==> src/hdl/set_assoc_tag_store_lru_defines.svh <==
// ----------------------------------------------------------------------------
// Assertion macros for the LRU tag store
// Concurrent checks that vanish in synthesis builds.
// ----------------------------------------------------------------------------
`ifndef SET_ASSOC_TAG_STORE_LRU_DEFINES_SVH
`define SET_ASSOC_TAG_STORE_LRU_DEFINES_SVH

`ifndef SYNTHESIS
// Same-cycle implication, disabled while reset is asserted.
`define SATS_ASSERT_NOW(lbl, ante, cons) \
    lbl: assert property (@(posedge clk) disable iff (!rst_n) (ante) |-> (cons)) \
        else $error("tag store check failed");
// Next-cycle implication, disabled while reset is asserted.
`define SATS_ASSERT_NEXT(lbl, ante, cons) \
    lbl: assert property (@(posedge clk) disable iff (!rst_n) (ante) |=> (cons)) \
        else $error("tag store check failed");
`else
`define SATS_ASSERT_NOW(lbl, ante, cons)
`define SATS_ASSERT_NEXT(lbl, ante, cons)
`endif

`endif

==> src/hdl/satslru_ram.sv <==
// ----------------------------------------------------------------------------
// satslru_ram
// Simple dual-port synchronous RAM with a registered read port.
// ----------------------------------------------------------------------------
`timescale 1ns / 1ps
`default_nettype none

module satslru_ram #(
    parameter int WIDTH = 8,
    parameter int DEPTH = 16
) (
    input  wire logic                                         clk,
    input  wire logic                                         we,
    input  wire logic [((DEPTH > 1) ? $clog2(DEPTH) : 1)-1:0] waddr,
    input  wire logic [WIDTH-1:0]                             wdata,
    input  wire logic                                         re,
    input  wire logic [((DEPTH > 1) ? $clog2(DEPTH) : 1)-1:0] raddr,
    output logic      [WIDTH-1:0]                             rdata
);

    logic [WIDTH-1:0] mem [DEPTH];
    logic [WIDTH-1:0] rdata_reg;

    always_ff @(posedge clk)
    begin
        if (we)
        begin
            mem[waddr] <= wdata;
        end
        if (re)
        begin
            rdata_reg <= mem[raddr];
        end
    end

    assign rdata = rdata_reg;

endmodule

`default_nettype wire

==> config.mk <==
export PLATFORM = sky130hd
export DESIGN_NAME = satslru_ram
export DESIGN_NICKNAME = d
export VERILOG_FILES = /design/src/hdl/set_assoc_tag_store_lru_defines.svh /design/src/hdl/satslru_ram.sv
export SDC_FILE = /design/constraint.sdc
export NUM_CORES = 1
export LEC_CHECK = 0
export BUFFER_PORTS_ARGS = -buffer_cell sky130_fd_sc_hd__clkbuf_2
export CAP_MARGIN = 10
export CORE_AREA = 3 3 94 96
export DETAILED_ROUTE_END_ITERATION = 6
export DIE_AREA = 0 0 97 99
export PLACE_DENSITY_LB_ADDON = 0.3
export SYNTH_ARGS = -nofsm -noshare
export SYNTH_HDL_FRONTEND = slang
export SYNTH_SLANG_ARGS = --single-unit
==> constraint.sdc <==
create_clock -name clk -period 3.4 [get_ports clk]
set_input_delay 0.85 -clock clk [delete_from_list [all_inputs] [get_ports clk]]
set_output_delay 0.85 -clock clk [all_outputs]
set_load 0.02 [all_outputs]
Word-level counts from Yosys, hierarchy flattened:

Memory sizes are Yosys's and may differ from the RTL's. A register that Yosys moved wholly into a read port is not among the register bits.
Index checks and enable logic that the tools add are counted.
W data, S select, Z words.

* flip-flop bits (word level): 0
* bits in writable memories: 128
* input port bits: 19
* output and inout port bits: 8
* logic and storage cells: 3
* memories kept: 1

* muxes and demuxes: 2

Memory list
* mem: words 16, width 8, read ports 1, clocked after memory_dff 1, wr ports 1, RTL line satslru_ram.sv:21 `logic [WIDTH-1:0] mem [DEPTH];`

Operator list (count)
* $mux W1: 2

Depth between registers and ports, before layout:

Gate-level depths: netlist (run 1).

* depth in word-level cells: 2
* gate-level depth with buffers: 5
* mapped depth without buffers: 3

Worst setup path before layout (run 1):

No wires, ideal clock.

* kind: input to register
* from: input port waddr[2] (netlist bit)
* to: memory mem[0][0], enable pin
* library setup time: 0.383 ns
* arrival: 1.960 ns
* required time: 3.017 ns
* setup slack: 1.057 ns
* cell stages on the path: 2
* path buffers: 0
* cell sequence: or3b_2 -> nor3_1

RTL lines
* from (decl): RTL line satslru_ram.sv:14 `input wire logic [((DEPTH > 1) ? $clog2(DEPTH) : 1)-1:0] waddr,`
* to (decl): RTL line satslru_ram.sv:21

No word-level cell before the write port.

==> results.cfg, run 1 <==
[route]
firstDrtPassIters = 5
avgViaCountPerCell = 6.39
route.detailed.wl_per_inst_microns = 26.6
detailedRoute.firstIterationViolations = 322
wire_length_reported_by_the_detailed_router_mm = 10.5
final_antenna_net_count = 0
post_route_drc = 0
num_vias = 2526

[sta]
worst_slew_pin_slew_ps = 858
finalHoldViolCount = 0
setup_viol = 0
slew_headroom_pct = 42.6
max_freq_mhz = 460
timing.final.max_slew_violations = 0
final.hold.worst_slack_ps = 746
grt_setup_unrepaired = false
totalNegativeSetupSlack_ps = 0
min_period_ps = 2170
fin_crit_sh_pct = 63.9
finClkSkew_ps = 6.01

[setup_path]
series_of_cell_instances_along_the_critical_path = clkbuf_2 > buf_12 > mux4_1 > a22oi_1 > nand2_1
cp_data_required_time_ps = 3660
timing.critical_path.buf_inv = 2
worstSetupPathType = primary input to flip-flop
crit_path_max_incr_delay_ps = 610
critical-path-top-delay-family = multiplexers
cpMaxStageDelayCell = sky130_fd_sc_hd__mux4_1
cp.arrival_ps = 2430
worst_setup_path_end_kind = flip-flop
worst-path-max-fanout = 24
start_kind = primary input

[final_layout]
mostFrequentLayoutCell = sky130_fd_sc_hd__edfxtp_1
number_of_diodes = 0
layout-drive-gt1-share_pct = 30.0
layout.cells.most_common_list = sky130_fd_sc_hd__edfxtp_1 (136), sky130_fd_sc_hd__clkbuf_2 (26), sky130_fd_sc_hd__mux4_2 (18)
largest_register_ffs = 128
num-nets-final = 297
utilization_pct = 74.6
area_growth_syn_to_layout_pct = 16.1

[global_route]
gr_layer_usage_met2_pct = 37.0
grt_util_all_layers_pct = 23.9
grt_pass1_vias = 2727
pin_count_of_the_biggest_net_entering_global_routing = 25
antenna_found_initial = 0
gr-max-usage-layer = met2
met1_usage_pct = 32.8
grt.met3_usage_pct = 7.01
grt_pass1_wl_mm = 16.3
globalRoute.totalOverflow = 0

[clock_tree]
tritoncts = built
cts_setup_buffers = 0
cts.clk_slew.worst_paths_ps = 60
clockRootBuffer = sky130_fd_sc_hd__clkbuf_8
clockBufferDepth = 2
tritoncts_num_sinks = 136
cts_hold_buf = 0
post_cts.resized_instances = 0
cts_inserted_buffers = 17
worst_skew_pair.late_latency_ps = 510
htree_levels = 4

[logic_synthesis]
ys_ff_latch = 136
synth_cell_types = 18
synthMuxAreaShare_pct = 14.8
syn-mean-instance-area_sq_um = 22.8
yosys_warnings = 0
postSynthNetCount = 248
yosys.area_share.adder_pct = 0
combinational_family_with_the_most_area_after_synthesis = multiplexers
area_of_the_mapped_netlist_sq_um = 5230
synth-compound-area-share_pct = 2.30
synth-simple-area-share_pct = 3.14
seq_area_frac_synth_pct = 78.1
number_of_standard_cells_after_synthesis = 229
synth-xor-area-share_pct = 0

[power]
powerDensity_nw_per_um2 = 619
peakVddDrop_uv = 375
leakagePower_nw = 2.05
fin_total_pwr_mw = 3.76

[floorplanning]
top_level_ports = 27
start_util_pct = 64.3
placement_rows = 33
die_area_sq_um = 9600
core_sq_um = 8130
dieHeight_microns = 99
fp.dieW_microns = 97

[outcome]
status = finished clean

[hold_path]
timing.hold.worst.class = primary input to flip-flop

[place]
dp_hpwl_mm = 6.15
gp_congestion = 0.834
buffer_ports.inserted = 26

[flow_run]
drv_cap = 0
layout make-up:
class                      instances  area, sq um
sequential                       136         4080
fill                             424         2070
multi-input combinational         83         1060
clock buffer                      17          414
timing repair buffer              40          248
clock inverter                    14          134
tap                              105          131
worst paths after layout:
check                                 from        to  slack (ps)  cells past startpoint
worst min register to register  mem[15][6]  rdata[6]         780                      3
worst min-delay path                    re  rdata[7]         750                      1
worst max register to register   mem[3][2]  rdata[2]        1800                      3
worst max-delay path              raddr[0]  rdata[5]        1230                      5
cell families after synthesis:
family / count (synthesis)
multiplexers: 32
AO/OA/AOI/OAI: 16
flip-flops: 136
buffers and inverters: 10
AND/OR/NAND/NOR: 35
report_power, final:
group,leakage (nW),internal [mW],switching [mW]
registers,1.24,1.89,0.0114
clock network,0.258,1.03,0.649
logic,0.557,0.0703,0.107
total,2.05,2.99,0.768
per-stage QoR:
step / area (sq um) / setup slack (ps) / cells
CTS: 6070 / 1250 / 395
finish: 6070 / 1230 / 395
floorplan: 5230 / 1060 / 229
detailed placement: 5520 / 738 / 364
global route: 6070 / 1180 / 395
global placement: 5520 / 754 / 364
cells in the mapped netlist (all sizes together):
cell type | instances | share of area, %
mux4 | 32 | 15
clkdlybuf4s25 | 3 | 0.57
or3b | 1 | 0.17
a22oi | 16 | 2.3
nor2 | 13 | 0.93
nand2 | 9 | 0.65
nor3 | 4 | 0.38
and2 | 1 | 0.12
nand2b | 2 | 0.24
and2b | 1 | 0.14
nor2b | 1 | 0.12
edfxtp | 136 | 78
nand3 | 1 | 0.096
nand3b | 2 | 0.29
buf | 7 | 1.1
per-layer routing:
| layer | vias to the layer above | wire length (microns) |
|---|---|---|
| li1 | 1081 | - |
| met1 | 1276 | 4230 |
| met2 | 150 | 5200 |
| met3 | 19 | 820 |
| met4 | 0 | 248 |
| met5 | - | 0 |
worst reg2reg max path, stage by stage, from the launching register on:
cell	delay, ps
sky130_fd_sc_hd__edfxtp_1	380
sky130_fd_sc_hd__mux4_1	500
sky130_fd_sc_hd__a22oi_1	360
sky130_fd_sc_hd__nand2_1	110
No activity file was read; power rests on OpenSTA's default activity.
==> run 2: changes to the inputs <==
--- a/config.mk
+++ b/config.mk
@@ -5,11 +5,12 @@
 export SDC_FILE = /design/constraint.sdc
 export NUM_CORES = 1
 export LEC_CHECK = 0
+export ABC_AREA = 1
 export BUFFER_PORTS_ARGS = -buffer_cell sky130_fd_sc_hd__clkbuf_2
 export CAP_MARGIN = 10
-export CORE_AREA = 3 3 94 96
+export CORE_AREA = 3 3 108 110
 export DETAILED_ROUTE_END_ITERATION = 6
-export DIE_AREA = 0 0 97 99
+export DIE_AREA = 0 0 111 113
 export PLACE_DENSITY_LB_ADDON = 0.3
 export SYNTH_ARGS = -nofsm -noshare
 export SYNTH_HDL_FRONTEND = slang
==> constraint.sdc (replaced) <==
create_clock -name clk -period 2 [get_ports clk]
set_input_delay 0.5 -clock clk [delete_from_list [all_inputs] [get_ports clk]]
set_output_delay 0.5 -clock clk [all_outputs]
set_load 0.02 [all_outputs]
==> results.cfg, run 2 <==
[logic_synthesis]
synthMuxAreaShare_pct = 0
synth.largest_area_cell = sky130_fd_sc_hd__edfxtp_1
synth-async-reset-ratio_pct = 0
yosys.area_share.adder_pct = 0
ys_ff_latch = 136
seq_area_frac_synth_pct = 69.8
synth-xor-area-share_pct = 0
synth_largest_type_area_fraction_pct = 69.8
yosys.cell_count.top_type = sky130_fd_sc_hd__nand2_1
postSynthNetCount = 570
number_of_standard_cells_after_synthesis = 551
yosys_warnings = 0
synth_enable_flop_cells = 136
synth-compound-area-share_pct = 0
syn-mean-instance-area_sq_um = 10.6
combinational_family_with_the_most_area_after_synthesis = simple AND/OR/NAND/NOR gates
area_of_the_mapped_netlist_sq_um = 5850
synth-simple-area-share_pct = 20.8
post_synth_main_area_contributors = sky130_fd_sc_hd__edfxtp_1 (70%), sky130_fd_sc_hd__nand2_1 (11%), sky130_fd_sc_hd__nand3_1 (8.3%), sky130_fd_sc_hd__inv_1 (6.4%), sky130_fd_sc_hd__buf_6 (1.2%)
synth_top_flop_cell = sky130_fd_sc_hd__edfxtp_1
synth_cell_types = 11
synth.top_cells.by_count = sky130_fd_sc_hd__nand2_1 (173), sky130_fd_sc_hd__edfxtp_1 (136), sky130_fd_sc_hd__inv_1 (100)

[route]
route.detailed.wl_per_inst_microns = 17.5
num_vias = 3864
final_antenna_net_count = 0
detailedRoute.firstIterationViolations = 367
wire_length_reported_by_the_detailed_router_mm = 13.1
firstDrtPassIters = 6
avgViaCountPerCell = 5.17
post_route_drc = 0

[global_route]
antenna_found_initial = 0
grt_util_all_layers_pct = 22.1
grt_pass1_wl_mm = 20.6
globalRoute.totalOverflow = 0
grt_pass1_vias = 3808
pin_count_of_the_biggest_net_entering_global_routing = 65

[final_layout]
layout-drive-gt1-share_pct = 12.9
num-nets-final = 614
largest_register_ffs = 128
area_growth_syn_to_layout_pct = 15.5
nFillCells = 846
mostFrequentLayoutCell = sky130_fd_sc_hd__nand2_1
number_of_diodes = 0
layout.cells.most_common_list = sky130_fd_sc_hd__nand2_1 (173), sky130_fd_sc_hd__edfxtp_1 (136), sky130_fd_sc_hd__inv_1 (100)

[sta]
fin_crit_sh_pct = 79.2
finalHoldViolCount = 0
totalNegativeSetupSlack_ps = 0
max_freq_mhz = 631
grt_setup_unrepaired = false
setup_viol = 0
slew_headroom_pct = 56.8
final.hold.worst_slack_ps = 385
min_period_ps = 1580
timing.final.max_slew_violations = 0
worst_slew_pin_slew_ps = 647
layout_setup_ws_ps = 415
finClkSkew_ps = 7.63

[clock_tree]
cts_hold_buf = 0
worst_skew_pair.late_latency_ps = 510
htree_levels = 4
tritoncts = built
tritoncts_num_sinks = 136
cts_inserted_buffers = 17
cts.clk_slew.worst_paths_ps = 60
clockBufferDepth = 2
post_cts.resized_instances = 0
cts_setup_buffers = 0
clockRootBuffer = sky130_fd_sc_hd__clkbuf_8

[setup_path]
cp_data_required_time_ps = 1500
critical_path.reg2reg.startpoint = mem[6][4]
critical-path-top-delay-family = flip-flops
reg2reg_to = rdata[4]
worst_setup_path_end_kind = primary output
worst-r2r-setup-slack_ps = 800
cp.depth = 1
reg2reg_depth = 6
worst-path-max-fanout = 1
cp.arrival_ps = 1080
worstSetupPathType = flip-flop to primary output
cpMaxStageDelayCell = sky130_fd_sc_hd__edfxtp_1
start_kind = flip-flop
series_of_cell_instances_along_the_critical_path = clkbuf_2
timing.critical_path.buf_inv = 1
crit_path_max_incr_delay_ps = 400

[power]
powerDensity_nw_per_um2 = 975
peakVddDrop_uv = 462
power_frac_seq_pct = 49.0
clock_power_share_pct = 44.8
leakagePower_nw = 2.94
swShare_pct = 21.0
internal-power_mw = 5.20
comb_power_share_pct = 6.2
p_sw_mw = 1.39

[place]
gp_congestion = 0.838
dp_worst_setup_slack_ps = 181
buffer_ports.inserted = 26
dp_hpwl_mm = 7.90

[hold_path]
timing.hold.worst.class = primary input to flip-flop
holdCritStartpoint = re
hold_depth = 1
worst_hold_path.endpoint = rdata[7]

[floorplanning]
dieHeight_microns = 113
placement_rows = 38
core_sq_um = 10800
start_util_pct = 54.2
die_area_sq_um = 12500
fp.dieW_microns = 111
top_level_ports = 27

[outcome]
status = finished clean

[flow_run]
drv_cap = 0
## run 2: cell type report
type | count | area, sq um | share of cell area, %
Clock inverter | 11 | 131 | 1.95
Timing Repair Buffer | 49 | 340 | 5.04
Sequential cell | 136 | 4080 | 60.5
Inverter | 102 | 383 | 5.67
Multi-Input combinational cell | 289 | 1210 | 18.0
Clock buffer | 20 | 425 | 6.30
Tap cell | 140 | 175 | 2.59
## run 2: per-stage QoR
stage	area [sq um]	power (mW)	utilization [%]	std cells
2_1_floorplan	5850	3.53	-	551
3_3_place_gp	6200	3.68	57.4	716
3_5_place_dp	6200	3.70	57.4	716
4_1_cts	6750	6.61	62.6	747
5_1_grt	6750	6.82	62.6	747
6_report	6750	6.59	62.6	747
## run 2: cell families (layout without fill, tap and decap cells)
kind of cell	after synthesis	after routing
buffers and inverters	126	182
flip-flops	136	136
AND/OR/NAND/NOR	289	289
## run 2: worst max path at each step
stage,start,to
finish,rdata[4],rdata[4]
global route,rdata[1],rdata[1]
CTS,rdata[1],rdata[1]
detailed placement,raddr[0],rdata[6]
global placement,raddr[0],rdata[6]
floorplan,waddr[2],mem[10][0]
## run 2: routing by layer
metal  vias up  track usage [%]  share of wire, %
met5         -                0                 0
met4         0             10.2               2.0
met3        16             5.29               6.9
met2       145             35.7                50
met1      1836             28.8                41
li1       1867                -                 -
## run 2: worst reg2reg max path, delay by kind of cell (launching register included)
family / cells / cell delay [ps]
AND/OR/NAND/NOR: 5 / 510
flip-flops: 1 / 360
buffers and inverters: 1 / 80
## run 2: power by group through the flow
| stage | registers, mW | logic (mW) | clock network, mW |
|---|---|---|---|
| 2_1_floorplan | 3.30 | 0.225 | 0 |
| 3_3_place_gp | 3.29 | 0.398 | 0 |
| 3_5_place_dp | 3.29 | 0.407 | 0 |
| 4_1_cts | 3.23 | 0.411 | 2.97 |
| 5_1_grt | 3.23 | 0.456 | 3.13 |
| 6_report | 3.23 | 0.407 | 2.95 |
==> run 3: changes to the inputs <==
==> constraint.sdc (replaced) <==
create_clock -name clk -period 1.4 [get_ports clk]
set_input_delay 0.35 -clock clk [delete_from_list [all_inputs] [get_ports clk]]
set_output_delay 0.35 -clock clk [all_outputs]
set_load 0.02 [all_outputs]
==> results.cfg, run 3 (synthesis results as in run 2) <==
[flow_run]
drv_cap = 0

[clock_tree]
htree_levels = 4
clockRootBuffer = sky130_fd_sc_hd__clkbuf_8
cts.clk_slew.worst_paths_ps = 60
worst_skew_pair.late_latency_ps = 520
cts_setup_buffers = 0
cts_inserted_buffers = 17
clockBufferDepth = 2
tritoncts_num_sinks = 136
tritoncts = built

[sta]
worst_slew_pin_slew_ps = 433
min_period_ps = 1460
max_freq_mhz = 683
finalHoldViolCount = 0
slew_headroom_pct = 71.1
finClkSkew_ps = 6.94
timing.final.max_slew_violations = 0
layout_setup_ws_ps = -63.5
fin_crit_sh_pct = 105
totalNegativeSetupSlack_ps = -114
grt_setup_unrepaired = true
setup_viol = 4
final.hold.worst_slack_ps = 233

[final_layout]
number_of_diodes = 0
mostFrequentLayoutCell = sky130_fd_sc_hd__nand2_1
layout.cells.most_common_list = sky130_fd_sc_hd__nand2_1 (173), sky130_fd_sc_hd__edfxtp_1 (136), sky130_fd_sc_hd__inv_1 (100)
finalNonFillerCells = 758
layout-drive-gt1-share_pct = 14.4
nFillCells = 805
largest_register_ffs = 128
area_growth_syn_to_layout_pct = 21.5
num-nets-final = 624

[route]
post_route_drc = 0
final_antenna_net_count = 0
route.detailed.wl_per_inst_microns = 18.3
wire_length_reported_by_the_detailed_router_mm = 13.9
detailedRoute.firstIterationViolations = 477
num_vias = 4062
firstDrtPassIters = 5
avgViaCountPerCell = 5.36

[global_route]
globalRoute.totalOverflow = 0
antenna_found_initial = 0
grt_pass1_vias = 4129
grt_pass1_wl_mm = 21.8
grt_util_all_layers_pct = 23.5
pin_count_of_the_biggest_net_entering_global_routing = 33

[setup_path]
critical_path.reg2reg.startpoint = mem[6][5]
crit_path_max_incr_delay_ps = 420
worst-r2r-setup-slack_ps = 190
cpMaxStageDelayCell = sky130_fd_sc_hd__edfxtp_1
cp_data_required_time_ps = 1050
worst_setup_path_end_kind = primary output
series_of_cell_instances_along_the_critical_path = clkbuf_8
start_kind = flip-flop
worst-path-max-fanout = 1
timing.critical_path.buf_inv = 1
reg2reg_to = rdata[5]
reg2reg_depth = 6
cp.arrival_ps = 1110
critical-path-top-delay-family = flip-flops
worstSetupPathType = flip-flop to primary output

[power]
power_frac_seq_pct = 43.4
p_sw_mw = 2.06
leakagePower_nw = 3.10
peakVddDrop_uv = 787
fin_total_pwr_mw = 10.6
internal-power_mw = 8.58
swShare_pct = 19.4
clock_power_share_pct = 50.4
powerDensity_nw_per_um2 = 1500
comb_power_share_pct = 6.2

[outcome]
status = complete, but fails checks
violations = setup timing

[hold_path]
worst_hold_path.endpoint = rdata[7]
holdCritStartpoint = re
hold_depth = 1
timing.hold.worst.class = primary input to flip-flop

[floorplanning]
dieHeight_microns = 113
die_area_sq_um = 12500
top_level_ports = 27
placement_rows = 38
fp.dieW_microns = 111
start_util_pct = 54.2
core_sq_um = 10800

[place]
dp_worst_setup_slack_ps = -231
dp_cells = 726
buffer_ports.inserted = 26
gp_congestion = 0.940
dp_hpwl_mm = 8.63
## run 3: repair_timing
action                     CTS  global route
gates cloned                 0             0
hold buffers                 0             0
resized for setup            2            13
setup endpoints to repair    8             8
## run 3: stage by stage
| step | util [%] | area, sq um |
|---|---|---|
| 2_1_floorplan | - | 5850 |
| 3_3_place_gp | 58.9 | 6360 |
| 3_5_place_dp | 58.9 | 6360 |
| 4_1_cts | 65.6 | 7080 |
| 5_1_grt | 65.8 | 7100 |
| 6_report | 65.8 | 7100 |
## run 3: cell type report
| class | count | area (sq um) | area share, % |
|---|---|---|---|
| multi-input cells | 289 | 1210 | 17.1 |
| clock buffers | 17 | 414 | 5.83 |
| inverters | 102 | 383 | 5.39 |
| flip-flops and latches | 136 | 4080 | 57.5 |
| repair buffers | 59 | 531 | 7.47 |
| clock inverters | 15 | 302 | 4.25 |
| well taps | 140 | 175 | 2.47 |
## run 3: power by group through the flow
stage / sequential, mW / clock (mW) / combinational (mW)
6_report: 4.62 / 5.37 / 0.664
3_3_place_gp: 4.70 / 0 / 0.620
5_1_grt: 4.62 / 5.63 / 0.720
3_5_place_dp: 4.70 / 0 / 0.634
4_1_cts: 4.62 / 5.43 / 0.653
2_1_floorplan: 4.72 / 0 / 0.322
## run 3: worst max path at each step
stage             start  slack, ps  depth (start not counted)         to
2_1_floorplan  waddr[3]        100                          2  mem[4][0]
6_report       rdata[2]        -60                          1   rdata[2]
3_5_place_dp   raddr[0]       -230                          8   rdata[5]
5_1_grt        rdata[2]       -110                          1   rdata[2]
4_1_cts        rdata[2]        -90                          1   rdata[2]
3_3_place_gp   raddr[0]       -190                          8   rdata[0]
## run 3: metal layers
layer	GRT usage (%)	up-vias	routed length (microns)
li1	-	1894	-
met1	28.8	1959	5640
met2	39.6	167	6900
met3	6.36	42	817
met4	10.2	0	541
met5	0	-	0
